[config.mk]
export PLATFORM = sky130hd
export DESIGN_NAME = rpn_stack_calculator
export DESIGN_NICKNAME = d
export VERILOG_FILES = /design/src/rtl/rpn_pkg.sv /design/src/rtl/rpn_mul.sv /design/src/rtl/rpn_div.sv /design/src/rtl/rpn_stack_calculator.sv
export SDC_FILE = /design/constraint.sdc
export NUM_CORES = 2
export LEC_CHECK = 0
export BUFFER_PORTS_ARGS = -buffer_cell sky130_fd_sc_hd__buf_2
export CAP_MARGIN = 40
export CELL_PAD_IN_SITES_DETAIL_PLACEMENT = 1
export CELL_PAD_IN_SITES_GLOBAL_PLACEMENT = 2
export CORE_ASPECT_RATIO = 0.8
export CORE_MARGIN = 4
export CORE_UTILIZATION = 35
export CTS_CLUSTER_SIZE = 14
export DETAILED_ROUTE_END_ITERATION = 10
export GPL_ROUTABILITY_DRIVEN = 0
export PLACE_DENSITY = 0.72
export SYNTH_ARGS = -nofsm -noshare
export SYNTH_HDL_FRONTEND = slang
export SYNTH_SLANG_ARGS = --single-unit
[constraint.sdc]
create_clock -name clk -period 9.85 [get_ports clk]
set_input_delay 1.4775 -clock clk [delete_from_list [all_inputs] [get_ports clk]]
set_output_delay 1.4775 -clock clk [all_outputs]
set_load 0.03 [all_outputs]
[src/rtl/rpn_pkg.sv]
// Shared constants, codes and helpers for the RPN stack calculator.
package rpn_pkg;

  localparam int STACK_DEPTH = 16;
  localparam int FRAC_BITS   = 16;

  localparam int ADDR_W  = (STACK_DEPTH > 1) ? $clog2(STACK_DEPTH) : 1;
  localparam int CNT_W   = $clog2(STACK_DEPTH + 1);
  localparam int DEPTH_W = 5;
  localparam int DATA_W  = 32;
  localparam int DIV_W   = DATA_W + FRAC_BITS;
  localparam int STEP_W  = $clog2(DIV_W + 1);

  typedef enum logic [2:0] {
    CMD_PUSH = 3'd0,
    CMD_ADD  = 3'd1,
    CMD_SUB  = 3'd2,
    CMD_MUL  = 3'd3,
    CMD_DIV  = 3'd4
  } cmd_t;

  typedef enum logic [1:0] {
    ST_OK    = 2'd0,
    ST_UNDER = 2'd1,
    ST_FULL  = 2'd2,
    ST_DIV0  = 2'd3
  } status_t;

  typedef enum logic [2:0] {
    S_IDLE,
    S_READ,
    S_MUL,
    S_DIV,
    S_WB,
    S_DONE
  } state_t;

  // Magnitude of a two's complement word; the most negative value maps to 2^31.
  function automatic logic [DATA_W-1:0] mag32(input logic [DATA_W-1:0] x);
    logic [DATA_W-1:0] r;
    r = x[DATA_W-1] ? (~x + DATA_W'(1)) : x;
    return r;
  endfunction

endpackage

[src/rtl/rpn_mul.sv]
// Registered signed fixed-point multiplier with rescale and saturation.
module rpn_mul (
  input  logic                             clk,
  input  logic                             en,
  input  logic signed [rpn_pkg::DATA_W-1:0] a,
  input  logic signed [rpn_pkg::DATA_W-1:0] b,
  output logic signed [rpn_pkg::DATA_W-1:0] result
);

  localparam int PW = 2 * rpn_pkg::DATA_W;

  logic signed [PW-1:0] prod;
  logic signed [PW-1:0] shifted;
  logic                 fits;

  always_ff @(posedge clk) begin
    if (en) begin
      prod <= a * b;
    end
  end

  // Arithmetic shift rounds toward minus infinity.
  assign shifted = prod >>> rpn_pkg::FRAC_BITS;
  assign fits    = (&shifted[PW-1:rpn_pkg::DATA_W-1]) | ~(|shifted[PW-1:rpn_pkg::DATA_W-1]);

  always_comb begin
    if (fits) begin
      result = shifted[rpn_pkg::DATA_W-1:0];
    end else if (shifted[PW-1]) begin
      result = {1'b1, {(rpn_pkg::DATA_W-1){1'b0}}};
    end else begin
      result = {1'b0, {(rpn_pkg::DATA_W-1){1'b1}}};
    end
  end

endmodule

[src/rtl/rpn_div.sv]
// Restoring divider, one quotient bit per cycle, with sign and saturation.
module rpn_div (
  input  logic                             clk,
  input  logic                             rst,
  input  logic                             start,
  input  logic signed [rpn_pkg::DATA_W-1:0] left,
  input  logic signed [rpn_pkg::DATA_W-1:0] right,
  output logic                             done,
  output logic signed [rpn_pkg::DATA_W-1:0] quotient
);

  localparam int DW = rpn_pkg::DATA_W;
  localparam int QW = rpn_pkg::DIV_W;

  logic                          busy;
  logic [rpn_pkg::STEP_W-1:0]    step;
  logic [DW-1:0]                 rem;
  logic [QW-1:0]                 quo;
  logic [DW-1:0]                 dvs;
  logic                          neg;
  logic [DW:0]                   rem_sh;
  logic [DW:0]                   diff;
  logic                          ge;
  logic                          ovf;

  assign rem_sh = {rem, quo[QW-1]};
  assign diff   = rem_sh - {1'b0, dvs};
  assign ge     = (rem_sh >= {1'b0, dvs});

  always_ff @(posedge clk) begin
    if (rst) begin
      busy <= 1'b0;
      done <= 1'b0;
    end else begin
      done <= busy && (step == rpn_pkg::STEP_W'(1));
      if (start) begin
        busy <= 1'b1;
      end else if (busy && (step == rpn_pkg::STEP_W'(1))) begin
        busy <= 1'b0;
      end
    end
  end

  always_ff @(posedge clk) begin
    if (start) begin
      quo  <= QW'(rpn_pkg::mag32(left)) << rpn_pkg::FRAC_BITS;
      rem  <= '0;
      dvs  <= rpn_pkg::mag32(right);
      neg  <= left[DW-1] ^ right[DW-1];
      step <= rpn_pkg::STEP_W'(QW);
    end else if (busy) begin
      rem  <= ge ? diff[DW-1:0] : rem_sh[DW-1:0];
      quo  <= {quo[QW-2:0], ge};
      step <= step - rpn_pkg::STEP_W'(1);
    end
  end

  // Any quotient bit at or above 2^31 saturates either sign.
  assign ovf = |quo[QW-1:DW-1];

  always_comb begin
    if (ovf) begin
      quotient = neg ? {1'b1, {(DW-1){1'b0}}} : {1'b0, {(DW-1){1'b1}}};
    end else if (neg) begin
      quotient = ~quo[DW-1:0] + DW'(1);
    end else begin
      quotient = quo[DW-1:0];
    end
  end

endmodule

[src/rtl/rpn_stack_calculator.sv]
// Top level of the RPN stack calculator: stack memory, sequencer and result register.
//
//   channel | signals                      | direction | meaning
//   --------+------------------------------+-----------+------------------------------
//   in      | in_valid, in_stall           | sink      | item: command, value
//           | command[2:0], value[31:0]    |           |
//   out     | out_valid, out_stall         | source    | item: top_value, status, depth
//           | top_value, status, depth     |           |
//
// Path to the output register: push, unknown codes, underflow and full go to S_DONE;
// before it, divide by zero passes S_READ; add/sub S_READ, S_WB; multiply adds S_MUL;
// divide adds S_DIV, one bit per cycle over the 48-bit shifted dividend.
// The stack lives in a 16 x 32 synchronous RAM; the top entry is mirrored in a
// register, so each operator needs a single RAM read of the entry below it.
// Reset clears the depth counter and control state; the RAM is not cleared.
// in_stall is high while an item is in work or its result cannot be handed over.
module rpn_stack_calculator (
  input  logic                                clk,
  input  logic                                rst,
  input  logic                                in_valid,
  output logic                                in_stall,
  input  logic [2:0]                          command,
  input  logic signed [rpn_pkg::DATA_W-1:0]   value,
  output logic                                out_valid,
  input  logic                                out_stall,
  output logic signed [rpn_pkg::DATA_W-1:0]   top_value,
  output logic [1:0]                          status,
  output logic [rpn_pkg::DEPTH_W-1:0]         depth
);

  localparam int DW = rpn_pkg::DATA_W;
  localparam int AW = rpn_pkg::ADDR_W;
  localparam int CW = rpn_pkg::CNT_W;

  rpn_pkg::state_t state, state_next;

  // Stack memory
  logic [DW-1:0] mem [rpn_pkg::STACK_DEPTH];
  logic          mem_we;
  logic [AW-1:0] wr_addr;
  logic [DW-1:0] wr_data;
  logic [AW-1:0] rd_addr;
  logic [DW-1:0] rd_data;

  // Working registers
  logic [CW-1:0]          cnt;
  logic signed [DW-1:0]   tos;
  logic signed [DW-1:0]   res;
  logic [2:0]             cmd_q;
  rpn_pkg::status_t       res_status;

  // Control
  logic accept;
  logic do_push;
  logic under;
  logic full;
  logic mul_en;
  logic div_start;
  logic div_done;
  logic out_load;
  logic out_free;
  logic signed [DW-1:0] mul_res;
  logic signed [DW-1:0] div_res;

  assign accept   = in_valid && !in_stall;
  assign out_free = !out_valid || !out_stall;
  assign full     = (cnt >= CW'(rpn_pkg::STACK_DEPTH));
  assign under    = (cnt < CW'(2));
  assign do_push  = accept && (command == rpn_pkg::CMD_PUSH) && !full;

  // Read the entry below the top; it is registered into rd_data for the next cycle.
  assign rd_addr = AW'(cnt - CW'(2));

  always_ff @(posedge clk) begin
    if (mem_we) begin
      mem[wr_addr] <= wr_data;
    end
    rd_data <= mem[rd_addr];
  end

  always_comb begin
    if (state == rpn_pkg::S_WB) begin
      wr_addr = AW'(cnt - CW'(2));
      wr_data = res;
    end else begin
      wr_addr = AW'(cnt);
      wr_data = value;
    end
  end

  // Both units sample the left operand straight from the RAM output in S_READ.
  rpn_mul u_mul (
    .clk    (clk),
    .en     (mul_en),
    .a      (rd_data),
    .b      (tos),
    .result (mul_res)
  );

  rpn_div u_div (
    .clk      (clk),
    .rst      (rst),
    .start    (div_start),
    .left     (rd_data),
    .right    (tos),
    .done     (div_done),
    .quotient (div_res)
  );

  // Next state
  always_comb begin
    state_next = state;
    case (state)
      rpn_pkg::S_IDLE: begin
        if (accept) begin
          if (command inside {rpn_pkg::CMD_ADD, rpn_pkg::CMD_SUB,
                              rpn_pkg::CMD_MUL, rpn_pkg::CMD_DIV} && !under) begin
            state_next = rpn_pkg::S_READ;
          end else begin
            state_next = rpn_pkg::S_DONE;
          end
        end
      end
      rpn_pkg::S_READ: begin
        case (cmd_q)
          rpn_pkg::CMD_MUL: state_next = rpn_pkg::S_MUL;
          rpn_pkg::CMD_DIV: state_next = (tos == '0) ? rpn_pkg::S_DONE : rpn_pkg::S_DIV;
          default:          state_next = rpn_pkg::S_WB;
        endcase
      end
      rpn_pkg::S_MUL: state_next = rpn_pkg::S_WB;
      rpn_pkg::S_DIV: begin
        if (div_done) begin
          state_next = rpn_pkg::S_WB;
        end
      end
      rpn_pkg::S_WB:  state_next = rpn_pkg::S_DONE;
      rpn_pkg::S_DONE: begin
        if (out_free) begin
          state_next = rpn_pkg::S_IDLE;
        end
      end
      default: state_next = rpn_pkg::S_IDLE;
    endcase
  end

  // Outputs of the sequencer
  always_comb begin
    in_stall  = 1'b1;
    mem_we    = 1'b0;
    mul_en    = 1'b0;
    div_start = 1'b0;
    out_load  = 1'b0;
    case (state)
      rpn_pkg::S_IDLE: begin
        in_stall = 1'b0;
        mem_we   = do_push;
      end
      rpn_pkg::S_READ: begin
        mul_en    = 1'b1;
        div_start = (cmd_q == rpn_pkg::CMD_DIV) && (tos != '0);
      end
      rpn_pkg::S_WB:   mem_we   = 1'b1;
      rpn_pkg::S_DONE: out_load = out_free;
      default: begin
        in_stall = 1'b1;
      end
    endcase
  end

  always_ff @(posedge clk) begin
    if (rst) begin
      state <= rpn_pkg::S_IDLE;
    end else begin
      state <= state_next;
    end
  end

  // Depth counter and top-of-stack mirror
  always_ff @(posedge clk) begin
    if (rst) begin
      cnt <= '0;
    end else if (do_push) begin
      cnt <= cnt + CW'(1);
    end else if (state == rpn_pkg::S_WB) begin
      cnt <= cnt - CW'(1);
    end
  end

  always_ff @(posedge clk) begin
    if (do_push) begin
      tos <= value;
    end else if (state == rpn_pkg::S_WB) begin
      tos <= res;
    end
  end

  // Item registers: command, status, result
  always_ff @(posedge clk) begin
    if (accept) begin
      cmd_q <= command;
      if (command == rpn_pkg::CMD_PUSH) begin
        res_status <= full ? rpn_pkg::ST_FULL : rpn_pkg::ST_OK;
      end else if (command inside {rpn_pkg::CMD_ADD, rpn_pkg::CMD_SUB,
                                   rpn_pkg::CMD_MUL, rpn_pkg::CMD_DIV} && under) begin
        res_status <= rpn_pkg::ST_UNDER;
      end else begin
        res_status <= rpn_pkg::ST_OK;
      end
    end
    if (state == rpn_pkg::S_READ) begin
      if (cmd_q == rpn_pkg::CMD_ADD) begin
        res <= rd_data + tos;
      end else if (cmd_q == rpn_pkg::CMD_SUB) begin
        res <= rd_data - tos;
      end
      if ((cmd_q == rpn_pkg::CMD_DIV) && (tos == '0)) begin
        res_status <= rpn_pkg::ST_DIV0;
      end
    end
    if (state == rpn_pkg::S_MUL) begin
      res <= mul_res;
    end
    if ((state == rpn_pkg::S_DIV) && div_done) begin
      res <= div_res;
    end
  end

  // Output register: hold a result until the sink takes it.
  always_ff @(posedge clk) begin
    if (rst) begin
      out_valid <= 1'b0;
    end else if (out_load) begin
      out_valid <= 1'b1;
    end else if (!out_stall) begin
      out_valid <= 1'b0;
    end
  end

  always_ff @(posedge clk) begin
    if (out_load) begin
      top_value <= (cnt == '0) ? '0 : tos;
      status    <= res_status;
      depth     <= rpn_pkg::DEPTH_W'(cnt);
    end
  end

  // Checks
  property p_cnt_bound;
    @(posedge clk) disable iff (rst) cnt <= CW'(rpn_pkg::STACK_DEPTH);
  endproperty
  a_cnt_bound: assert property (p_cnt_bound) else $error("stack count beyond depth");

  property p_push_grows;
    @(posedge clk) disable iff (rst) do_push |=> (cnt == $past(cnt) + CW'(1));
  endproperty
  a_push_grows: assert property (p_push_grows) else $error("push did not grow stack");

  property p_wb_shrinks;
    @(posedge clk) disable iff (rst)
      (state == rpn_pkg::S_WB) |=> (cnt == $past(cnt) - CW'(1));
  endproperty
  a_wb_shrinks: assert property (p_wb_shrinks) else $error("operator did not pop");

  property p_div_done_in_div;
    @(posedge clk) disable iff (rst) div_done |-> (state == rpn_pkg::S_DIV);
  endproperty
  a_div_done_in_div: assert property (p_div_done_in_div) else $error("stray divider done");

  property p_wb_needs_two;
    @(posedge clk) disable iff (rst) (state == rpn_pkg::S_WB) |-> (cnt >= CW'(2));
  endproperty
  a_wb_needs_two: assert property (p_wb_needs_two) else $error("write-back on short stack");

endmodule
==> flow_summary.toml <==
[logic_synthesis]
yosysSeqAreaShare_pct = 32.8
ys_ff_latch = 830
yosysTopAreaCellShare_pct = 30.1
synth_common_cells = "fa_1 (1084), inv_1 (1022), edfxtp_1 (731)"
synthArstFlopShare_pct = 0
syn_inst = 6403
ys_warn_count = 0
yosysMostFrequentCell = "fa_1"
synth_top_area_cell = "edfxtp_1"
synth_edf_count = 731
synth.distinct_cells = 77
synthTopCellsByArea = "edfxtp_1 (30%), fa_1 (30%), inv_1 (5.3%), mux4_2 (4.9%), and2_1 (4.4%)"
synth_area_um2 = 73000
synth_nets = 7779
avgSynthCellArea_um2 = 11.4
synth_ff_type = "edfxtp_1"

[final_layout]
final_util_pct = 38.8
layout-drive-gt1-share_pct = 10.6
design_area_um2 = 80300
nNetsFinal = 7757
area_growth_pct = 9.97

[run_status]
outcome = "finished, final reports clean"

[placement]
hpwl_mm = 180
port_buffers = 79
post_dp_cell_area_um2 = 77400

[critical_path]
crit_fanout = 16
worstSetupPathType = "reg2reg"
rrSetupSlack_ns = 0.73
r2r-start = "tos[11]"
end_kind = "flip-flop"
regToRegEndpoint = "u_mul.prod[61]"
cp.required_ns = 10.35
r2r_cells = 23
worstPathArrival_ns = 9.61
critPathLaunchType = "flip-flop"

[grt]
first_global_vias = 53000
grt_max_degree = 117
grt_antenna_before_repair = 12
grt_pass1_wl_mm = 354
grtUsageTotal_pct = 21.9
grt-ovfl-total = 0

[clock_network]
worstSkewPairLatency_ns = 0.72
htree_levels = 3
postCtsSetupBuffers = 0
ctsResizeCount = 0
clk_pin_slew_ns = 0.08
cts_made_buffers = 86
cts.sinks = 830
clk_path_buf_depth = 3
clock-root-buffer = "clkbuf_16"
cts_tree = "done"
cts_hold_buf = 0

[floorplanning]
dieArea_um2 = 216000
die_x_um = 519
core_area_um2 = 207000
num_rows = 149
io_pins = 80
die_h_um = 416
start_util_pct = 35.3

[sta]
fin_crit_ns = 9.12
tns_ns = 0
worst_pin_slew_ns = 1.14
rsz0062_at_grt = "false"
hold_viol_final = 0
relSlewSlack_pct = 24.0
fin_crit_sh_pct = 92.5
fin_skew_ns = 0.0657
drv_slew = 0
max_freq_mhz = 110
setup_violations = 0

[min_path]
min_path_type = "reg2reg"
hold_end = "status[1]"
min_from = "res_status[1]"
holdPathStages = 0

[route]
met1Wirelength_mm = 107
routed_via_density = 5.24
dr_total_vias = 48200
wl_met2_mm = 109
maxUsedRoutingLayer = "met4"
routed_wl_mm = 235
drt_iter0_markers = 3797
ant_nets = 0
routedWlPerCell_um = 25.6
drt_first_pass_iters = 8
drt_drc_violations_left = 0
route.met3.wl_mm = 12.0

[run]
drv_cap = 0
## cell type report
type / instances / area (um^2)
Tap cell: 2718 / 3400
Timing Repair Buffer: 269 / 2180
Inverter: 1025 / 3850
Antenna cell: 11 / 27.5
Clock buffer: 108 / 2310
Multi-Input combinational cell: 4169 / 44000
Sequential cell: 830 / 24000
Fill cell: 22300 / 126000
Clock inverter: 53 / 563
## metal layers
layer  global-route usage, %  up-vias
met1                    31.8    26000
met5                       0        -
met2                    35.2     1263
li1                        -    20700
met4                    5.53        0
met3                    2.32      222
## registers in the layout, indices dropped and copies added, names as in the netlist
register,cells
u_div.quo,48
out_valid,1
state,3
res_status,2
u_div.dvs,32
u_div.step,6
mem,512
cnt,5
status,2
depth,5
u_div.done,1
u_mul.prod,48
u_div.neg,1
u_div.rem,32
cmd_q,3
rd_data,32
top_value,32
res,32
u_div.busy,1
tos,32
## worst max-delay path: stages, from the launching register on
cell and delay, ns:
edfxtp_1 0.96, buf_4 0.30, and2_1 0.17, fa_1 0.43, fa_1 0.42, fa_1 0.50
inv_1 0.05, fa_1 0.48, inv_1 0.05, fa_1 0.48, fa_1 0.59, fa_1 0.43
fa_1 0.44, ha_1 0.44, nand2_1 0.08, o21ai_0 0.61, nor2_1 0.11, o31a_1 0.37
a211o_1 0.42, nor3b_1 0.22, o31ai_1 0.52, a21oi_1 0.20, or3_1 0.38, a32oi_1 0.21
## stage by stage
stage	std cells	hold WS, ns	setup WS [ns]
global route	9178	0.476	0.219
CTS	9172	0.455	0.780
global placement	8989	0.425	0.962
finish	9183	0.459	0.734
detailed placement	9011	0.429	0.871
floorplan	6403	0.403	1.58
## worst max-delay path by stage
stage	slack, ns	cells past startpoint	startpoint	endpoint
3_5_place_dp	0.87	23	tos[11]	u_mul.prod[61]
5_1_grt	0.22	26	tos[6]	u_mul.prod[63]
3_3_place_gp	0.96	24	tos[18]	u_mul.prod[40]
2_1_floorplan	1.58	28	rd_data[31]	u_mul.prod[63]
4_1_cts	0.78	23	tos[11]	u_mul.prod[61]
6_report	0.73	23	tos[11]	u_mul.prod[61]
## cell families after synthesis
kind of cell    Yosys count  synth area share [%]
buf+inv                1404                  7.27
xor+xnor                215                  2.58
fa+ha+maj              1337                  34.1
mux                     237                  6.05
simple gates           1758                  11.9
flops                   830                  32.8
compound gates          622                  5.40
## cell usage in the layout, fill, tap and decap left out, drive strengths merged, types with 44 or more instances in the layout
cell type  netlist  final
a21o            63     63
a21oi          148    148
and2           518    518
buf             49    269
clkbuf         330    108
dfxtp           99     99
edfxtp         731    731
fa            1084   1084
ha             253    253
inv           1022   1029
mux2i           44     44
mux4           160    160
nand2          726    726
nand3           61     61
nor2           188    188
nor2b           45     45
nor3            61     61
o21ai          173    173
xnor2          137    137
xor2            78     78
Power is not shown: default switching activity piles up to over one toggle a cycle in this logic, so the estimate is an artifact.
